<file path="src/rtl/kfwrl_pkg.sv">
// shared types, constants and register codes for the keyed fixed-window rate limiter
package kfwrl_pkg;

	// table geometry
	localparam int TABLE_ENTRIES = 64;
	localparam int FILL_W        = $clog2(TABLE_ENTRIES + 1);

	// configuration port geometry
	localparam int CFG_IDX_W  = 3;
	localparam int CFG_DATA_W = 32;

	// configuration reset values
	localparam logic [31:0] WINDOW_LENGTH_RST  = 32'd60;
	localparam logic [15:0] LIMIT_LOW_RST      = 16'd10;
	localparam logic [15:0] LIMIT_NORMAL_RST   = 16'd60;
	localparam logic [15:0] LIMIT_HIGH_RST     = 16'd300;
	localparam logic [15:0] LIMIT_CRITICAL_RST = 16'd1000;
	localparam logic        SCORE_SRC_ON_RST   = 1'b1;

	// reputation scale
	localparam logic [6:0] REP_ZERO          = 7'd0;
	localparam logic [6:0] REP_NEUTRAL       = 7'd50;
	localparam logic [6:0] REP_MAX           = 7'd100;
	localparam logic [6:0] REP_TIER_CRITICAL = 7'd90;
	localparam logic [6:0] REP_TIER_HIGH     = 7'd70;
	localparam logic [6:0] REP_TIER_NORMAL   = 7'd50;

	// score / 200 = (score >> 3) / 25; magnitudes at or above 2**14 always clamp
	localparam int          SCORE_CLAMP_BIT = 14;
	localparam int          SCORE_PRE_SHIFT = 3;
	localparam logic [11:0] RECIP_25        = 12'd2622;
	localparam int          RECIP_SHIFT     = 16;

	localparam logic [31:0] COUNT_MAX = 32'hFFFF_FFFF;

	typedef enum logic [1:0] {
		FUNC_CHECK  = 2'd0,
		FUNC_RECORD = 2'd1,
		FUNC_QUERY  = 2'd2
	} func_t;

	typedef enum logic [CFG_IDX_W-1:0] {
		REG_WINDOW_LENGTH  = 3'd0,
		REG_LIMIT_LOW      = 3'd1,
		REG_LIMIT_NORMAL   = 3'd2,
		REG_LIMIT_HIGH     = 3'd3,
		REG_LIMIT_CRITICAL = 3'd4,
		REG_SCORE_SRC_ON   = 3'd5
	} cfg_reg_t;

	typedef struct packed {
		logic [15:0] low;
		logic [15:0] normal;
		logic [15:0] high;
		logic [15:0] critical;
	} tier_limits_t;

	// one request as seen by the table stage
	typedef struct packed {
		logic [1:0]  func;
		logic [31:0] key_high;
		logic [63:0] key_middle;
		logic [63:0] key_low;
		logic [31:0] now;
		logic [6:0]  rep;
		logic [15:0] lim;
	} req_t;

	// one result item
	typedef struct packed {
		logic        allowed;
		logic        throttled;
		logic [15:0] call_limit;
		logic [31:0] call_count;
		logic [6:0]  reputation;
		logic        entry_existed;
		logic        table_full;
	} res_t;

endpackage

</file>
<file path="src/rtl/kfwrl_rep.sv">
// reputation from the signed score and tier limit selection
module kfwrl_rep import kfwrl_pkg::*; (
	input  logic               score_found,
	input  logic signed [31:0] score,
	input  logic               src_on,
	input  tier_limits_t       limits,
	output logic [6:0]         rep,
	output logic [15:0]        lim
);

	logic        neg;
	logic [31:0] mag;
	logic        big;
	logic [10:0] pre;
	logic [22:0] prod;
	logic [6:0]  quo;

	assign neg  = score[31];
	assign mag  = neg ? (~score + 32'd1) : score;
	assign big  = |mag[31:SCORE_CLAMP_BIT];
	assign pre  = mag[SCORE_CLAMP_BIT-1:SCORE_PRE_SHIFT];
	// exact floor(pre / 25) for pre below 2**11
	assign prod = 23'(pre) * 23'(RECIP_25);
	assign quo  = prod[22:RECIP_SHIFT];

	always_comb begin
		if (!src_on) begin
			rep = REP_ZERO;
		end else if (!score_found) begin
			rep = REP_NEUTRAL;
		end else if (neg) begin
			rep = (big || quo >= REP_NEUTRAL) ? REP_ZERO : (REP_NEUTRAL - quo);
		end else begin
			rep = (big || quo >= REP_NEUTRAL) ? REP_MAX : (REP_NEUTRAL + quo);
		end
	end

	always_comb begin
		priority if (rep >= REP_TIER_CRITICAL) begin
			lim = limits.critical;
		end else if (rep >= REP_TIER_HIGH) begin
			lim = limits.high;
		end else if (rep >= REP_TIER_NORMAL) begin
			lim = limits.normal;
		end else begin
			lim = limits.low;
		end
	end

endmodule

</file>
<file path="config.mk">
export PLATFORM = sky130hd
export DESIGN_NAME = kfwrl_rep
export DESIGN_NICKNAME = d
export VERILOG_FILES = /design/src/rtl/kfwrl_pkg.sv /design/src/rtl/kfwrl_rep.sv
export SDC_FILE = /design/constraint.sdc
export NUM_CORES = 1
export LEC_CHECK = 0
export BUFFER_PORTS_ARGS = -buffer_cell sky130_fd_sc_hd__buf_2
export CAP_MARGIN = 25
export CELL_PAD_IN_SITES_DETAIL_PLACEMENT = 0
export CELL_PAD_IN_SITES_GLOBAL_PLACEMENT = 1
export CORE_MARGIN = 4
export CORE_UTILIZATION = 44
export DETAILED_ROUTE_END_ITERATION = 8
export PLACE_DENSITY_LB_ADDON = 0.1
export SETUP_SLACK_MARGIN = 0.02
export SYNTH_ARGS = -nofsm -noshare
export SYNTH_HDL_FRONTEND = slang
export SYNTH_SLANG_ARGS = --single-unit
</file>
<file path="constraint.sdc">
create_clock -name vclk -period 27.4
set_input_delay 2.74 -clock vclk [all_inputs]
set_output_delay 2.74 -clock vclk [all_outputs]
set_load 0.05 [all_outputs]
</file>
==> results.ini, run 1 <==
[run_status]
outcome=complete, no violations

[cells_and_area]
regArea_um2=0
nFillCells=1022
fin_nets=919
utilization_pct=51.9
n_antenna_cell=0
seq_cells=0
syn2layout_area_growth_pct=14.7
clkbuf_count=0
drive_gt1_share_pct=21.6

[pwr]
ir_drop_uv=89.1
p_per_area_mw_per_mm2=125
finalPower_mw=0.670
power_leakage_nw=2.64

[drt]
drtAntennaViolNets=0
vias_per_cell=5.65
drcViolationCount=0
wl_per_cell_um=15.7
first_iter_violations=245
dr.pass1.iters=4
vias=4719
wl_mm=13.1

[timing]
fmax_mhz=63.2
holdWs_ns=5.94
setup_viol=0
rsz0062_at_grt=no
fin_crit_ns=15.82
maxSlewHeadroom_pct=33.9
tightest_slew_ns=0.985
setup_tns_ns=0
maxSlewViolCount=0
finalCritPeriodShare_pct=57.7
hold_viol=0

[critical_path]
worst_setup_path_start_kind=primary input
path_max_fanout=16
cpPeakStageDelay_ns=0.71
slowest_stage=or4_1
worst_setup_path_end_kind=output pin
path_class=in -> out
cpMostUsedCell=inv_1
worst_ep_required_time_ns=24.66
arrival_ns=13.08

[floorplanning]
die_h_um=111
start_util_pct=45.3
core_area_mm2=0.0103
rows=37
io_pins=121
die-area_mm2=0.0123
die_w_um=111

[placed_design]
gp_congestion=0.925
io_buffers=121
dp_hpwl_mm=11.7

[job]
maxCapViolCount=0

[global_routing]
grt_max_degree=46
grt_pass1_vias=4607
grtUsageMet2_pct=37.2
antenna_found_initial=0
grt_usage_pct=20.7
busiest_layer=met2
met3_usage_pct=2.84
grt_pass1_wl_mm=22.0
met1_usage_pct=27.1
globalRouteOverflowTotal=0

[clocking]
postCtsHoldBufs=0
post_cts_buffers=0
post_cts_resized=0

[synth]
synthMostInstantiatedCell=inv_1
syn_inst=598
synth_top_cell_area_share_pct=24.1
seq_area_frac_synth_pct=0
synth_area_leader_cell=ha_1
synth_cell_types=81
synth.area.top_cells=ha_1 (24%), fa_1 (13%), inv_1 (8.4%)
yosys_warnings=0
synth_area_per_cell_um2=7.81
synth_commonest_cells=inv_1 (104), ha_1 (90), nand2_1 (31)
syn-num-nets=816
netlist_area_mm2=0.00467

[min_path]
hp-class=in -> out

-- worst max-delay path: cells and delay by family --
family | cells | cell delay [ns]
buf+inv | 8 | 0.93
simple gates | 8 | 2.71
xor+xnor | 3 | 1.21
fa+ha+maj | 7 | 2.67
compound gates | 9 | 2.38
mux | 1 | 0.39
-- report_power, final --
group | switching, mW | leakage (nW) | internal, mW
Clock | 0 | 0 | 0
Combinational | 0.418 | 2.64 | 0.251
Sequential | 0 | 0 | 0
Total | 0.418 | 2.64 | 0.251
-- final timing paths --
kind	startpoint	endpoint	cells past startpoint
hold / removal	score_found	rep[1]	3
setup / recovery	score[3]	lim[14]	36
-- kinds of logic after synthesis --
logic type	after synthesis	synth area share (%)
compound gates	155	25.6
simple gates	155	18.8
fa+ha+maj	122	37.4
buf+inv	127	10.7
mux	6	1.37
xor+xnor	33	6.18
-- per-layer routing --
| layer | part of all wire, % | wire length, µm |
|---|---|---|
| met3 | 6.3 | 830 |
| met1 | 45 | 5890 |
| met5 | 0 | 0 |
| met2 | 47 | 6190 |
| met4 | 1.5 | 193 |
-- per-stage QoR --
stage / instances / worst slack (ns) / instance area (µm²)
CTS: 834 / 11.60 / 5350
detailed placement: 834 / 11.60 / 5350
global route: 835 / 10.81 / 5360
floorplan: 598 / 11.99 / 4670
finish: 835 / 11.58 / 5360
global placement: 834 / 11.89 / 5350
-- final cells by class --
type / instances / area, µm² / share of cell area, %
inverters: 106 / 398 / 7.42
repair buffers: 122 / 613 / 11.4
well taps: 136 / 170 / 3.17
multi-input cells: 471 / 4180 / 78.0
-- layout by cell type, fill, tap and decap left out, types with 4 or more instances in the layout --
cell	Yosys	layout
a21o_1	5	5
a31oi_1	17	17
o31ai_1	6	5
o22a_1	6	6
fa_1	30	30
nand2_1	31	31
nor2_1	27	27
a21oi_1	23	23
o21a_1	4	4
ha_1	90	90
o221a_1	11	11
or3_1	8	8
and4_1	5	5
nor3_1	14	14
or4_1	4	4
buf_2	5	121
and3_1	6	6
inv_1	104	104
a31o_2	4	4
xnor2_1	25	25
o211ai_1	8	8
nand3_1	18	18
xor2_1	8	8
nor4_1	4	4
nand4_1	9	9
o21ai_0	15	15
a211oi_1	17	17
No activity file was read; power rests on OpenSTA's default activity.
==> inputs of run 2 (changes only) <==
Settings changed: ABC_AREA set to 1, CORE_UTILIZATION 44 to 39.
Clock period 27.4 ns to 15.9 ns, I/O delays scaled along.
==> run 2 against run 1 <==
Synthesized area increased by 16%. Utilization decreased by 6.1 points. Final area increased by 15%. Via count increased by 18%. Final cell count increased by 45%. First-iteration DRC count decreased by 19%. Total power increased by 58%. Largest cell class unchanged. Synthesized cell count increased by 55%.
==> results.ini, run 2 <==
[pwr]
ir_drop_uv=83.1  ; -6.8%
comb_power_share_pct=100.0  ; about the same
seqPwrFrac_pct=0  ; unchanged
p_switching_mw=0.681  ; +63%
power_leakage_nw=3.86  ; +46%
finalPower_mw=1.06  ; +58%
p_per_area_mw_per_mm2=172  ; +38%
p_int_mw=0.375  ; +49%
swShare_pct=64.5  ; +2.0 points
p_clk_share_pct=0  ; unchanged

[global_routing]
antenna_found_initial=0  ; unchanged
grt_pass1_vias=5172  ; +12%
grt_pass1_wl_mm=24.3  ; +10%
grt_max_degree=47  ; +2.2%
globalRouteOverflowTotal=0  ; unchanged
grt_usage_pct=17.5  ; -3.2 points

[synth]
synth_fa_ha_area_share_pct=32.1  ; -5.3 points
syn_inst=927  ; +55%
synth_xor_area_share_pct=4.21  ; -2.0 points
seq_area_frac_synth_pct=0  ; unchanged
synth.area.top_cells=ha_1 (21%), nand2_1 (17%), inv_1 (15%)
netlist_area_mm2=0.00541  ; +16%
synth_area_per_cell_um2=5.84  ; -25%
synth_commonest_cells=nand2_1 (245), inv_1 (215), nand3_1 (112)
syn-num-nets=1145  ; +40%
yosys.area_share.simple_pct=41.2  ; +22 points
muxShareOfSynthArea_pct=0  ; -1.4 points
synth_cell_types=36  ; -56%
synth_top_family_by_area=simple AND/OR/NAND/NOR gates
synth-compound-area-share_pct=5.43  ; -20 points
yosys_warnings=0  ; unchanged
synth_top_cell_area_share_pct=20.8  ; -3.3 points
synthMostInstantiatedCell=nand2_1
synth_area_leader_cell=ha_1

[critical_path]
path_class=in -> out
worst_ep_required_time_ns=14.31  ; -10.35 ns
worst_setup_path_end_kind=output pin
path_max_fanout=46  ; +30
cpPeakStageDelay_ns=0.73  ; +0.02 ns
worst_setup_path_start_kind=primary input
slowest_stage=nor2_2
arrival_ns=9.87  ; -3.21 ns
cpMostUsedCell=inv_1

[cells_and_area]
drive_gt1_share_pct=16.0  ; -5.6 points
utilization_pct=45.8  ; -6.1 points
layout_commonest_cell=nand2_1
regArea_um2=0  ; unchanged
n_antenna_cell=0  ; unchanged
clkbuf_count=0  ; unchanged
mostFrequentLayoutCells=nand2_1 (245), inv_1 (215), buf_2 (121), nand3_1 (112), ha_1 (90)
syn2layout_area_growth_pct=13.5
nFillCells=1526  ; +49%
fin_nets=1254  ; +36%
seq_cells=0  ; unchanged

[drt]
first_iter_violations=199  ; -19%
vias=5551  ; +18%
wl_per_cell_um=11.8  ; -25%
vias_per_cell=4.59  ; -19%
drtAntennaViolNets=0  ; unchanged
drcViolationCount=0  ; unchanged
dr.pass1.iters=4  ; unchanged
wl_mm=14.3  ; +9.0%

[run_status]
outcome=complete, no violations

[timing]
maxSlewHeadroom_pct=32.7  ; -1.2 points
setup_viol=0  ; unchanged
rsz0062_at_grt=no
maxSlewViolCount=0  ; unchanged
finalCritPeriodShare_pct=72.1
hold_viol=0  ; unchanged
tightest_slew_ns=1.01  ; +0.0219 ns
fin_crit_ns=11.46
setup_tns_ns=0  ; unchanged
fmax_mhz=87.2

[placed_design]
gp_congestion=0.849  ; -8.3%
dp_hpwl_mm=12.7  ; +8.6%
io_buffers=121  ; unchanged

[floorplanning]
die_w_um=126  ; +13%
start_util_pct=40.4  ; -4.9 points
rows=42  ; +14%
io_pins=121  ; unchanged
die_h_um=126  ; +13%
core_area_mm2=0.0134  ; +30%
die-area_mm2=0.0158  ; +28%

[job]
maxCapViolCount=0  ; unchanged

[clocking]
post_cts_resized=0  ; unchanged
post_cts_buffers=0  ; unchanged
postCtsHoldBufs=0  ; unchanged

[min_path]
hold_depth=4  ; +1
hp-class=in -> out
holdCritStartpoint=limits[10]
hold_end=lim[10]

[run 2: layout make-up]
| type | instances | area [µm²] | share of cell area [%] |
|---|---|---|---|
| Timing Repair Buffer | 122 | 613 | 9.98 |
| Inverter | 219 | 822 | 13.4 |
| Multi-Input combinational cell | 693 | 4490 | 73.1 |
| Tap cell | 176 | 220 | 3.58 |
[run 2: per-layer routing]
layer	routed length (µm)	global-route usage, %
met5	0	0
met4	24	0.379
met3	664	1.06
met2	6120	28.5
met1	7480	27.0
[run 2: kinds of logic (layout without fill, tap and decap cells)]
logic type	after synthesis	after routing
XOR/XNOR	26	26
adder cells (fa/ha/maj)	121	121
AO/OA/AOI/OAI	52	52
buffers and inverters	234	341
AND/OR/NAND/NOR	494	494
[run 2: power groups by stage]
| stage | sequential, mW | combinational (mW) | clock (mW) |
|---|---|---|---|
| 3_3_place_gp | 0 | 1.07 | 0 |
| 6_report | 0 | 1.06 | 0 |
| 4_1_cts | 0 | 1.07 | 0 |
| 5_1_grt | 0 | 1.25 | 0 |
| 2_1_floorplan | 0 | 0.821 | 0 |
| 3_5_place_dp | 0 | 1.06 | 0 |
[run 2: per-stage QoR]
stage	hold slack (ns)	cells	setup slack [ns]	instance area, µm²
4_1_cts	3.61	1210	4.33	6140
5_1_grt	3.61	1210	3.56	6140
3_5_place_dp	3.60	1210	4.35	6140
6_report	3.61	1210	4.44	6140
2_1_floorplan	3.39	927	5.23	5410
3_3_place_gp	3.61	1210	4.37	6140
[run 2: worst max-delay path, delay by kind of cell]
family	cells	cell delay, ns
buffers and inverters	11	1.60
adders and majority gates	7	2.83
xor gates and xnor gates	1	0.51
AOI/OAI and AO/OA	4	0.82
and+or+nand+nor	13	2.47
[run 2: how the worst max path moves through the flow]
stage | from | end | slack (ns) | depth (start not counted)
floorplan | score[31] | lim[10] | 5.23 | 40
global route | score[31] | lim[6] | 3.56 | 36
finish | score[31] | lim[6] | 4.44 | 36
detailed placement | score[31] | lim[1] | 4.35 | 36
global placement | score[31] | lim[8] | 4.37 | 36
CTS | score[31] | lim[8] | 4.33 | 36
==> inputs of run 3 (changes only) <==
Clock period 15.9 ns to 11.3 ns, I/O delays scaled along.
==> run 3 against run 2 <==
Utilization up 0.22 points. Combinational power grew 42%. Flip-flop and latch count unchanged. Critical path depth increased by 1. Sequential share of layout area stayed put. Largest cell class unchanged. Die area is the same. Via count up 0.86%.
==> results.ini, run 3 (synthesis results as in run 2) <==
[placed_design]
gp_congestion=0.895  ; +5.5%
dp_hpwl_mm=12.8  ; +0.86%
dpl.cell_count=1214  ; +0.33%
io_buffers=121  ; unchanged

[cells_and_area]
n_antenna_cell=0  ; unchanged
seq_cells=0  ; unchanged
clkbuf_count=0  ; unchanged
layout_commonest_cell=nand2_1
utilization_pct=46.1  ; +0.22 points
syn2layout_area_growth_pct=14.1
mostFrequentLayoutCells=nand2_1 (245), inv_1 (215), buf_2 (121), nand3_1 (112), ha_1 (90)
fin_nets=1258  ; +0.32%
regArea_um2=0  ; unchanged
final_cells=1214  ; +0.33%
drive_gt1_share_pct=16.3  ; +0.32 points

[critical_path]
worst_setup_path_start_kind=primary input
worst_ep_required_time_ns=10.17  ; -4.14 ns
cpPeakStageDelay_ns=0.70  ; -0.03 ns
path_class=in -> out
worst_setup_path_end_kind=output pin
slowest_stage=xor2_1
arrival_ns=8.98  ; -0.89 ns
path_max_fanout=46  ; unchanged

[min_path]
hp-class=in -> out

[timing]
finalCritPeriodShare_pct=89.4
rsz0062_at_grt=no
maxSlewViolCount=0  ; unchanged
fin_crit_ns=10.11
setup_tns_ns=0  ; unchanged
setup_viol=0  ; unchanged
tightest_slew_ns=0.822  ; -0.184 ns
hold_viol=0  ; unchanged
fmax_mhz=99.0
maxSlewHeadroom_pct=45.0  ; +12 points

[floorplanning]
rows=42  ; unchanged
core_area_mm2=0.0134  ; unchanged
io_pins=121  ; unchanged
die-area_mm2=0.0158  ; unchanged
die_h_um=126  ; unchanged
die_w_um=126  ; unchanged
start_util_pct=40.4  ; unchanged

[run_status]
outcome=complete, no violations

[pwr]
power_leakage_nw=3.88  ; +0.51%
p_per_area_mw_per_mm2=244  ; +42%
ir_drop_uv=115  ; +39%

[global_routing]
globalRouteOverflowTotal=0  ; unchanged
antenna_found_initial=0  ; unchanged
grt_pass1_vias=5255  ; +1.6%
grt_pass1_wl_mm=24.6  ; +1.2%
grt_usage_pct=17.8  ; +0.31 points
grt_max_degree=47  ; unchanged

[drt]
first_iter_violations=160  ; -20%
drcViolationCount=0  ; unchanged
vias=5599  ; +0.86%
drtAntennaViolNets=0  ; unchanged
dr.pass1.iters=5  ; +1
vias_per_cell=4.61  ; +0.53%
wl_mm=14.5  ; +1.2%
wl_per_cell_um=11.9  ; +0.89%

[clocking]
post_cts_buffers=0  ; unchanged
postCtsHoldBufs=0  ; unchanged
post_cts_resized=0  ; unchanged

[job]
maxCapViolCount=0  ; unchanged

==> run 3: changes by cell type in the layout (fill, tap and decap cells not counted), sizes merged <==
cell	change
buf	+4
==> run 3: layer usage <==
layer | vias to the layer above | track usage, % | routed length, µm
met5 | - | 0 | 0
met4 | 0 | 0.189 | 0
met3 | 0 | 1.19 | 701
met2 | 111 | 29.6 | 6300
met1 | 2417 | 27.0 | 7460
li1 | 3071 | - | -
==> run 3: cell type report <==
class,count,area [µm²]
fillers,1504,7230
multi-input cells,693,4490
inverters,219,822
repair buffers,126,643
well taps,176,220
==> run 3: path summary, 6_finish.rpt <==
check             startpoint      end  slack, ns  depth (start not counted)
setup / recovery   score[31]   lim[9]       1.19                         37
hold / removal    limits[14]  lim[14]       2.69                          4
==> run 3: power breakdown <==
| group | internal, mW | switching [mW] |
|---|---|---|
| Combinational | 0.531 | 0.977 |
| Clock | 0 | 0 |
| Sequential | 0 | 0 |
| Total | 0.531 | 0.977 |
==> run 3: through the flow <==
step / cell area [µm²] / hold slack, ns / total power [mW] / worst slack (ns)
3_3_place_gp: 6170 / 2.69 / 1.52 / 1.27
4_1_cts: 6170 / 2.69 / 1.52 / 1.17
5_1_grt: 6170 / 2.71 / 1.78 / 0.408
2_1_floorplan: 5410 / 2.47 / 1.15 / 1.55
6_report: 6170 / 2.69 / 1.51 / 1.19
3_5_place_dp: 6170 / 2.68 / 1.50 / 1.20
==> run 3: worst max-delay path: cells and delay by family <==
family          cells  cell delay [ns]
compound gates      5             0.93
simple gates       13             1.91
buf+inv            10             1.56
xor+xnor            2             0.86
fa+ha+maj           7             2.54
